### src/rtl/salru_pkg.sv
package salru_pkg;

   localparam logic [31:0] COUNT_MAX = 32'hFFFF_FFFF;

   typedef enum logic [2:0] {
      ST_CLEAR = 3'b001,
      ST_IDLE  = 3'b010,
      ST_LOOK  = 3'b100
   } state_type;

endpackage

### src/rtl/salru_set_ram.sv
module salru_set_ram
   import salru_pkg::*;
#(
   parameter int DEPTH = 8,
   parameter int WIDTH = 100,
   parameter int AW    = 3
) (
   input  logic             clock,
   input  logic             rd_en,
   input  logic [AW-1:0]    rd_addr,
   output logic [WIDTH-1:0] rd_data,
   input  logic             wr_en,
   input  logic [AW-1:0]    wr_addr,
   input  logic [WIDTH-1:0] wr_data
);

   logic [WIDTH-1:0] mem [DEPTH];
   logic [WIDTH-1:0] rd_data_ff;

   always_ff @(posedge clock) begin
      if (wr_en) begin
         mem[wr_addr] <= wr_data;
      end
      if (rd_en) begin
         rd_data_ff <= mem[rd_addr];
      end
   end

   assign rd_data = rd_data_ff;

endmodule

### src/rtl/salru_way_logic.sv
module salru_way_logic
   import salru_pkg::*;
#(
   parameter int WAY_COUNT = 4,
   parameter int TAG_W     = 23,
   parameter int RANK_W    = 2
) (
   input  logic [WAY_COUNT-1:0][TAG_W-1:0]  row_tags,
   input  logic [WAY_COUNT-1:0][RANK_W-1:0] row_ranks,
   input  logic [WAY_COUNT-1:0]             row_valid,
   input  logic [TAG_W-1:0]                 req_tag,
   output logic                             hit,
   output logic [WAY_COUNT-1:0][TAG_W-1:0]  new_tags,
   output logic [WAY_COUNT-1:0][RANK_W-1:0] new_ranks,
   output logic [WAY_COUNT-1:0]             new_valid
);

   localparam int WAY_IW = (WAY_COUNT > 1) ? $clog2(WAY_COUNT) : 1;

   logic              hit_found;
   logic              free_found;
   logic [WAY_IW-1:0] hit_way;
   logic [WAY_IW-1:0] free_way;
   logic [WAY_IW-1:0] vic_way;
   logic [WAY_IW-1:0] slot;
   logic [RANK_W-1:0] best;
   logic [RANK_W-1:0] slot_rank;

   always_comb begin
      hit_found  = 1'b0;
      free_found = 1'b0;
      hit_way    = '0;
      free_way   = '0;
      vic_way    = '0;
      best       = '0;
      for (int w = 0; w < WAY_COUNT; w++) begin
         if (!hit_found && row_valid[w] && row_tags[w] == req_tag) begin
            hit_found = 1'b1;
            hit_way   = WAY_IW'(w);
         end
         if (!free_found && !row_valid[w]) begin
            free_found = 1'b1;
            free_way   = WAY_IW'(w);
         end
         if (row_ranks[w] > best) begin
            best    = row_ranks[w];
            vic_way = WAY_IW'(w);
         end
      end
   end

   assign hit       = hit_found;
   assign slot      = hit_found ? hit_way : (free_found ? free_way : vic_way);
   assign slot_rank = row_ranks[slot];

   // hit: age ways more recent than the hit way; miss: age every other valid way
   always_comb begin
      new_tags  = row_tags;
      new_ranks = row_ranks;
      new_valid = row_valid;
      for (int w = 0; w < WAY_COUNT; w++) begin
         if (WAY_IW'(w) != slot && row_valid[w]
               && (!hit_found || row_ranks[w] < slot_rank)) begin
            new_ranks[w] = row_ranks[w] + RANK_W'(1);
         end
      end
      new_ranks[slot] = '0;
      new_valid[slot] = 1'b1;
      new_tags[slot]  = req_tag;
   end

endmodule

### src/rtl/set_assoc_lru_cache_miss_counter.sv
// Channel  Dir  Beat content
// req      in   tdata[31:0] byte_address
// rsp      out  tdata[0] hit, [32:1] access_total, [64:33] miss_total, [71:65] zero
//
// One access reads the set row from the RAM, then does the tag compare, LRU update
// and row write-back; the single-port-per-direction set RAM sets this split.
// After reset a clearing pass zeroes every row of the set RAM; no req beat is
// taken until it ends. The rsp register frees req: a new access is taken while a
// result waits, and a second result stalls only the update cycle.
module set_assoc_lru_cache_miss_counter
   import salru_pkg::*;
#(
   parameter int BLOCK_BYTES = 64,
   parameter int SET_COUNT   = 8,
   parameter int WAY_COUNT   = 4
) (
   input  logic        clock,
   input  logic        reset,
   input  logic        req_tvalid,
   output logic        req_tready,
   input  logic [31:0] req_tdata,   // byte_address
   output logic        rsp_tvalid,
   input  logic        rsp_tready,
   output logic [71:0] rsp_tdata    // hit, access_total, miss_total, zero pad
);

   localparam longint ADDR_SPAN = 64'h1_0000_0000;
   localparam int TAG_W  = $clog2(ADDR_SPAN / (BLOCK_BYTES * SET_COUNT));
   localparam int SET_AW = (SET_COUNT > 1) ? $clog2(SET_COUNT) : 1;
   localparam int RANK_W = (WAY_COUNT > 1) ? $clog2(WAY_COUNT) : 1;
   localparam int ROW_W  = WAY_COUNT * (TAG_W + RANK_W + 1);

   state_type   state_ff, state_in;
   logic [SET_AW-1:0] clr_ff, clr_in;
   logic [SET_AW-1:0] set_ff;
   logic [TAG_W-1:0]  tag_ff;
   logic [31:0] access_ff, access_in;
   logic [31:0] miss_ff, miss_in;
   logic        rsp_valid_ff, rsp_valid_in;
   logic        rsp_hit_ff;
   logic [31:0] rsp_access_ff;
   logic [31:0] rsp_miss_ff;

   logic [31:0]       line_num;
   logic [SET_AW-1:0] req_set;
   logic [TAG_W-1:0]  req_tag;
   logic              accept;
   logic              commit;
   logic              rd_en;
   logic              wr_en;
   logic [SET_AW-1:0] wr_addr;
   logic [ROW_W-1:0]  wr_data;
   logic [ROW_W-1:0]  rd_row;

   logic [WAY_COUNT-1:0][TAG_W-1:0]  row_tags, new_tags;
   logic [WAY_COUNT-1:0][RANK_W-1:0] row_ranks, new_ranks;
   logic [WAY_COUNT-1:0]             row_valid, new_valid;
   logic                             hit;

   assign line_num = req_tdata / BLOCK_BYTES;
   assign req_set  = SET_AW'(line_num % SET_COUNT);
   assign req_tag  = TAG_W'(line_num / SET_COUNT);

   assign req_tready = (state_ff == ST_IDLE);
   assign accept     = req_tvalid && req_tready;
   assign commit     = (state_ff == ST_LOOK) && (!rsp_valid_ff || rsp_tready);
   assign rd_en      = accept;

   assign {row_valid, row_ranks, row_tags} = rd_row;

   always_comb begin
      wr_en   = 1'b0;
      wr_addr = set_ff;
      wr_data = {new_valid, new_ranks, new_tags};
      if (state_ff == ST_CLEAR) begin
         wr_en   = 1'b1;
         wr_addr = clr_ff;
         wr_data = '0;
      end else if (commit) begin
         wr_en = 1'b1;
      end
   end

   salru_set_ram #(
      .DEPTH (SET_COUNT),
      .WIDTH (ROW_W),
      .AW    (SET_AW)
   ) u_ram (
      .clock   (clock),
      .rd_en   (rd_en),
      .rd_addr (req_set),
      .rd_data (rd_row),
      .wr_en   (wr_en),
      .wr_addr (wr_addr),
      .wr_data (wr_data)
   );

   salru_way_logic #(
      .WAY_COUNT (WAY_COUNT),
      .TAG_W     (TAG_W),
      .RANK_W    (RANK_W)
   ) u_ways (
      .row_tags  (row_tags),
      .row_ranks (row_ranks),
      .row_valid (row_valid),
      .req_tag   (tag_ff),
      .hit       (hit),
      .new_tags  (new_tags),
      .new_ranks (new_ranks),
      .new_valid (new_valid)
   );

   always_comb begin
      state_in     = state_ff;
      clr_in       = clr_ff;
      access_in    = access_ff;
      miss_in      = miss_ff;
      rsp_valid_in = rsp_valid_ff && !rsp_tready;
      unique case (state_ff)
         ST_CLEAR: begin
            clr_in = clr_ff + SET_AW'(1);
            if (clr_ff == SET_AW'(SET_COUNT - 1)) begin
               state_in = ST_IDLE;
            end
         end
         ST_IDLE: begin
            if (accept) begin
               state_in = ST_LOOK;
            end
         end
         ST_LOOK: begin
            if (commit) begin
               state_in     = ST_IDLE;
               rsp_valid_in = 1'b1;
               access_in    = (access_ff == COUNT_MAX) ? access_ff : access_ff + 32'd1;
               if (!hit) begin
                  miss_in = (miss_ff == COUNT_MAX) ? miss_ff : miss_ff + 32'd1;
               end
            end
         end
         default: state_in = ST_CLEAR;
      endcase
   end

   always_ff @(posedge clock) begin
      if (reset) begin
         state_ff     <= ST_CLEAR;
         clr_ff       <= '0;
         access_ff    <= '0;
         miss_ff      <= '0;
         rsp_valid_ff <= 1'b0;
      end else begin
         state_ff     <= state_in;
         clr_ff       <= clr_in;
         access_ff    <= access_in;
         miss_ff      <= miss_in;
         rsp_valid_ff <= rsp_valid_in;
      end
   end

   always_ff @(posedge clock) begin
      if (accept) begin
         set_ff <= req_set;
         tag_ff <= req_tag;
      end
      if (commit) begin
         rsp_hit_ff    <= hit;
         rsp_access_ff <= access_in;
         rsp_miss_ff   <= miss_in;
      end
   end

   assign rsp_tvalid = rsp_valid_ff;
   assign rsp_tdata  = {7'd0, rsp_miss_ff, rsp_access_ff, rsp_hit_ff};

endmodule

### config.mk
export PLATFORM = sky130hd
export DESIGN_NAME = set_assoc_lru_cache_miss_counter
export DESIGN_NICKNAME = d
export VERILOG_FILES = /design/src/rtl/salru_pkg.sv /design/src/rtl/salru_set_ram.sv /design/src/rtl/salru_way_logic.sv /design/src/rtl/set_assoc_lru_cache_miss_counter.sv
export SDC_FILE = /design/constraint.sdc
export NUM_CORES = 1
export LEC_CHECK = 0
export ABC_CLOCK_PERIOD_IN_PS = 21400
export BUFFER_PORTS_ARGS = -buffer_cell sky130_fd_sc_hd__clkbuf_2
export CELL_PAD_IN_SITES_DETAIL_PLACEMENT = 0
export CELL_PAD_IN_SITES_GLOBAL_PLACEMENT = 1
export CORE_MARGIN = 8
export CORE_UTILIZATION = 40
export CTS_BUF_LIST = sky130_fd_sc_hd__clkbuf_8
export DETAILED_ROUTE_END_ITERATION = 6
export PLACE_DENSITY_LB_ADDON = 0.1
export SLEW_MARGIN = 20
export SYNTH_ARGS = -nofsm -noshare
export SYNTH_HDL_FRONTEND = slang
export SYNTH_SLANG_ARGS = --single-unit
### constraint.sdc
create_clock -name clock -period 21.4 [get_ports clock]
set_clock_uncertainty 0.15 [all_clocks]
set_input_delay 4.28 -clock clock [delete_from_list [all_inputs] [get_ports clock]]
set_output_delay 4.28 -clock clock [all_outputs]
set_load 0.05 [all_outputs]
* After elaboration in Yosys (flattened, before gate mapping) *
Memory sizes are Yosys's and may differ from the RTL's. A register that Yosys moved wholly into a read port is not among the register bits.
Cells that the tools add are included.

word-level totals
  register bits = 162
  latch bits = 0
  RAM bits = 832
  memory bits (read-only) = 0
  input port bits = 36
  output and inout port bits = 74
  word-level logic and storage cells = 141
  memories = 1

memory list
  name       depth  width  read ports  clocked after memory_dff  wr ports  line                 text
  u_ram.mem  8      104    1           1                         1         salru_set_ram.sv:17  logic [WIDTH-1:0] mem [DEPTH];

cells by class
  add/subtract/negate cells = 7
  $mul = 0
  divide/modulo/power cells = 0
  magnitude comparators = 10
  eq/ne operators = 16
  shift operators = 0
  muxes and demuxes = 54
  bitwise logic cells = 3
  reduce and logical (&&, ||, !) cells = 40

operator list
  cell                   count
  $mux 32                7
  $mux 104               1
  $bwmux 92              1
  $eq 23x23->1           4
  $add 32x1->32 const B  2
  $eq 32x32->1 const B   2
  $demux 23 s2           1
  $mux 2                 17
  $mux 23                1
  $logic_and 1x1->1      22
  $mux 1                 18
  $mux 3                 4
  $logic_not 1->1        11
  $pmux 3 s3             1
  $add 2x1->2 const B    4
  $and 8x8->8            1
  $lt 2x2->1             4
  $not 8->8              1
  $eq 3x3->1 const B     2
  $gt 2x2->1             3
  $logic_or 1x1->1       5
  $bmux 2 s2             1
  $demux 2 s2            1
  $ne 2x1->1 const B     2
  other kinds (13)       14

* Depth between registers and ports, before layout *
  depth after elaboration = 24
  depth in mapped cells = 24
  gate-level depth less buffers = 23

* Cells and area by module *
From an unflattened synthesis, not the netlist that was laid out.

unflattened totals
  cell total of the unflattened synthesis = 2456
  area, all modules = 45741.4 sq um

modules (own cells, without submodules)
  module                            instances  cells an instance  area each (sq um)
  salru_set_ram                     1          1319               34800.9
  set_assoc_lru_cache_miss_counter  1          731                7714.9
  salru_way_logic                   1          406                3225.6

* Worst setup path before layout *
Ideal clock, no wire load.

  kind = in2reg
  start = in rsp_tready
  end = mem u_ram.mem[1][0] (netlist bit), enable pin
  data arrival time = 10.599 ns
  path slack = 10.084 ns
  stages on the path = 6
  path buffers = 0
  path through = inv_1 -> nand2_1 -> nand2_1 -> inv_1 -> a22oi_1 -> nor2_1

on the way
  longest elaborated chain between the ends = 6

RTL lines
  what                          line                                    text
  start: declaration            set_assoc_lru_cache_miss_counter.sv:23  input logic rsp_tready,
  $logic_or 1x1->1              set_assoc_lru_cache_miss_counter.sv:66  assign commit = (state_ff == ST_LOOK) && (!rsp_valid_ff || rsp_tready);
  $logic_and 1x1->1             set_assoc_lru_cache_miss_counter.sv:66
  via commit                    set_assoc_lru_cache_miss_counter.sv:48  logic commit;
  $mux 1                        set_assoc_lru_cache_miss_counter.sv:79  end else if (commit) begin
  $mux 1                        set_assoc_lru_cache_miss_counter.sv:75  if (state_ff == ST_CLEAR) begin
  $mux 1                        salru_set_ram.sv:21                     if (wr_en) begin
  $mux 1 (implied by the code)  salru_set_ram.sv:22                     mem[wr_addr] <= wr_data;
  end: declaration              salru_set_ram.sv:17

The timed path passes the listed nets, and every way through them passes these cells.

* Worst setup path after layout *
  start = reg u_ram.rd_data_ff[92] (netlist: u_ram.rd_data[92]), read port of u_ram.mem
  end = mem u_ram.mem[3][96] (netlist bit), data pin

on the way
  longest elaborated chain between the ends = 18

RTL lines
  what                              line                                    text
  start: declaration                salru_set_ram.sv:18                     logic [WIDTH-1:0] rd_data_ff;
  $gt 2x1->1                        salru_way_logic.sv:45                   if (row_ranks[w] > best) begin
  $mux 2                            salru_way_logic.sv:45
  $gt 2x2->1                        salru_way_logic.sv:45
  $mux 2                            salru_way_logic.sv:45
  $gt 2x2->1                        salru_way_logic.sv:45
  $mux 2                            salru_way_logic.sv:45
  $gt 2x2->1                        salru_way_logic.sv:45
  $mux 2                            salru_way_logic.sv:45
  [3 not listed]                    --
  $mux 2 (implied by the code)      salru_way_logic.sv:54                   assign slot_rank = row_ranks[slot];
  $lt 2x2->1                        salru_way_logic.sv:63                   && (!hit_found || row_ranks[w] < slot_rank)) begin
  $logic_or 1x1->1                  salru_way_logic.sv:63
  $logic_and 1x1->1                 salru_way_logic.sv:63
  $mux 2                            salru_way_logic.sv:62                   if (WAY_IW'(w) != slot && row_valid[w]
  $and 8x8->8 (no source line) (*)  --
  $mux 104 (*)                      set_assoc_lru_cache_miss_counter.sv:75
  via u_ram.wr_data[96]             salru_set_ram.sv:14                     input logic [WIDTH-1:0] wr_data

Mark *: on every way through the listed nets, which the timed path passes. The rest lies on a longest branch. The select of a mux whose other input is x is not followed.

==> results.sh <==
export IMPL_power_w=0.004335
export IMPL_power_density_mw_per_mm2=87.50
export IMPL_setup_viol=0
export IMPL_synth_ff_type="edfxtp_1"
export IMPL_ctsHoldBuffers=0
export IMPL_dpl_cell_area_mm2=0.04623
export IMPL_core_area_mm2=0.1101
export IMPL_setup_tns_ns=0
export IMPL_final_antenna_net_count=0
export IMPL_num_io_pins=110
export IMPL_numCtsBuffers=183
export IMPL_cp_data_required_time_ns=21.77
export IMPL_antenna_found_initial=3
export IMPL_drt_first_pass_iters=5
export IMPL_async_reset_ff_share_pct=0
export IMPL_crit_path_start_kind="flip-flop"
export IMPL_dp_cells=3801
export IMPL_ir_worst_vdd_mv=0.05540
export IMPL_grt_pass1_wl_um=156100
export IMPL_route_detailed_drc=0
export IMPL_worstSetupEndpointType="flip-flop"
export IMPL_yosysWarnings=0
export IMPL_n_fill_cell=9484
export IMPL_yosys_top_cells_area="edfxtp_1, mux4_2, dfxtp_1"
export IMPL_worst_pin_slew_ns=1.158
export IMPL_grt_max_degree=105
export IMPL_synth_edf_count=1027
export IMPL_wirelength_um=105400
export IMPL_hold_violations=0
export IMPL_postCtsSetupRepairBufs=0
export IMPL_row_count=122
export IMPL_cts_max_level=4
export IMPL_multi_input_area_mm2=0.01127
export IMPL_ys_ff_latch=1098
export IMPL_max_slew_margin_rel_pct=22.45
export IMPL_fmaxAchievable_ghz=0.1486
export IMPL_grt_pass1_vias=23630
export IMPL_drive_gt1_share_pct=26.21
export IMPL_crit_arrival_ns=7.10
export IMPL_overflow=0
export IMPL_layout_nets=2547
export IMPL_seq_area_frac_synth_pct=73.16
export IMPL_gp_congestion=0.7702
export IMPL_synth_top_area_share_pct=69.94
export IMPL_port_buffers=96
export IMPL_clkSinkCount=1098
export IMPL_rsz0062_at_grt="false"
export IMPL_ctsResizeCount=0
export IMPL_via_count=21810
export IMPL_seq_area_mm2=0.03226
export IMPL_synth_top_area_cell="edfxtp_1"
export IMPL_ys_types=69
export IMPL_cts_buffer_depth=3
export IMPL_layout_min_cycle_time_ns=6.730
export IMPL_vias_per_cell=5.281
export IMPL_slew_viol_final=0
export IMPL_critPathKind="flip-flop to flip-flop"
export IMPL_design_area_mm2=0.04954
export IMPL_wl_per_cell_um=25.52
export IMPL_root_buffer="clkbuf_8"
export IMPL_syn_inst=2314
export IMPL_fp_dieH_um=348.0
export IMPL_clk_insertion_delay_late_ns=0.85
export IMPL_drv_cap=0
export IMPL_fin_cells=4129
export IMPL_fin_crit_sh_pct=31.45
export IMPL_area_growth_pct=12.35
export IMPL_clkSlewWorstSetupHoldPaths_ns=0.06
export IMPL_grt_usage_pct=17.37
export IMPL_synth_avg_cell_area_um2=19.06
export IMPL_crit_fanout=26
export IMPL_cts_tree="yes"
export IMPL_first_iter_violations=1323
export IMPL_outcome="complete, no violations"
export IMPL_syn_area_mm2=0.04409
export IMPL_dp_hpwl_um=54300
export IMPL_die_area_mm2=0.1211
export IMPL_die_w_um=348.0
export IMPL_power_leakage_nw=16.71
export IMPL_hold_class="flip-flop to flip-flop"
export IMPL_initial_core_util_pct=40.07
power by group:
| part | total (W) | internal, W | leakage (nW) | switching (W) |
|---|---|---|---|---|
| Combinational | 0.000211 | 0.0000877 | 4.70 | 0.000123 |
| Clock | 0.00169 | 0.000855 | 1.90 | 0.000830 |
| Sequential | 0.00244 | 0.00242 | 10.1 | 0.0000165 |
| Total | 0.00433 | 0.00337 | 16.7 | 0.000969 |
layout make-up:
cell class                 count  area share, %
multi-input combinational   1076          22.75
tap                         1488          3.758
inverter                      17         0.1288
antenna                        1       0.005051
clock buffer                 189          5.251
clock inverter               138          1.409
sequential                  1098          65.12
timing repair buffer         122          1.576
metal layers:
| metal | global-route usage (%) | vias up | share of wire, % |
|---|---|---|---|
| met5 | 0 | - | 0 |
| met4 | 5.842 | 0 | 2.7 |
| met3 | 3.090 | 198 | 5.0 |
| met2 | 28.73 | 567 | 48 |
| met1 | 23.27 | 11470 | 44 |
| li1 | - | 9571 | - |
through the flow:
step	utilization, %	worst slack (ns)	hold slack (ns)
after global placement	42.00	13.94	0.3418
after global routing	45.01	14.23	0.3852
after floorplan	-	10.08	0.3157
after CTS	45.00	14.28	0.3649
final	45.01	14.67	0.3666
after detailed placement	42.00	13.87	0.3560
worst max-delay path: stages (launching register included):
cell and delay [ns]:
edfxtp_1 0.50, inv_1 0.12, ha_1 0.21, nor2_1 0.25, ha_1 0.29, nand2b_1 0.09
o21ai_0 0.10, o21ai_0 0.26, ha_1 0.28, nor2b_1 0.15, or2_2 0.31, mux2_2 0.29
ha_1 0.28, nand3_1 0.08, o31ai_1 0.14, a31oi_1 0.42, a21oi_1 0.15, o31ai_4 0.46
nand3_4 0.74, o221ai_1 0.48, a211oi_1 0.14, nor4_2 0.52
cells by family after synthesis:
group	share of synthesized area, %
fa+ha+maj	0.3689
buf+inv	1.580
other cells	0.008504
compound gates	1.078
flops	73.16
xor+xnor	3.178
mux	15.55
simple gates	5.076
cells in the mapped netlist (16+ instances only):
library cell / count
buf_1: 16
nor4_1: 29
mux2i_1: 95
edfxtp_1: 1027
nand2_1: 50
nor2b_1: 68
buf_4: 27
inv_1: 17
dfxtp_1: 71
mux2_2: 107
xnor2_1: 69
mux4_2: 208
nand3_1: 29
nor2_1: 140
xor2_1: 78
clkbuf_1: 68
nand4_1: 32
sequential cells by signal, summed over array words and instances (netlist names):
| register | count |
|---|---|
| access_ff | 32 |
| u_ram.mem | 832 |
| u_ram.rd_data | 104 |
| rsp_hit_ff | 1 |
| set_ff | 3 |
| rsp_access_ff | 32 |
| tag_ff | 23 |
| rsp_miss_ff | 32 |
| state_ff | 3 |
| miss_ff | 32 |
| rsp_tvalid | 1 |
| clr_ff | 3 |
path summary, 6_finish.rpt:
path,startpoint,endpoint,slack (ns),cells past startpoint
worst max-delay path,u_ram.rd_data[92],u_ram.mem[3][96],14.67,21
worst min-delay path,clr_ff[1],clr_ff[1],0.37,2
worst max register to register,u_ram.rd_data[92],u_ram.mem[3][96],14.67,21
worst min register to register,clr_ff[1],clr_ff[1],0.37,2
layout by cell type, fill, tap and decap left out, drive strengths merged, types with 4 or more instances in the layout:
master    Yosys  routed
o21ai         9       9
clkinv        0      65
nor4         30      30
o211ai        4       4
nor2        141     141
clkinvlp      0       5
mux2i        95      95
nand2b        4       4
o31ai         5       5
and2         14      14
nor2b        68      68
ha           13      13
clkbuf       68     282
mux2        108     108
a21oi        13      13
nand3        29      29
nor3b         4       4
nor3          7       7
nand2        50      50
a31oi        11      11
buf          61      29
and4         14      14
inv          17      82
mux4        208     208
nand4        32      32
conb          1       7
xor2         78      78
and3         14      14
edfxtp     1027    1027
or3           7       7
dfxtp        71      71
xnor2        76      76
Note: power is estimated with default switching activity, not from simulation.
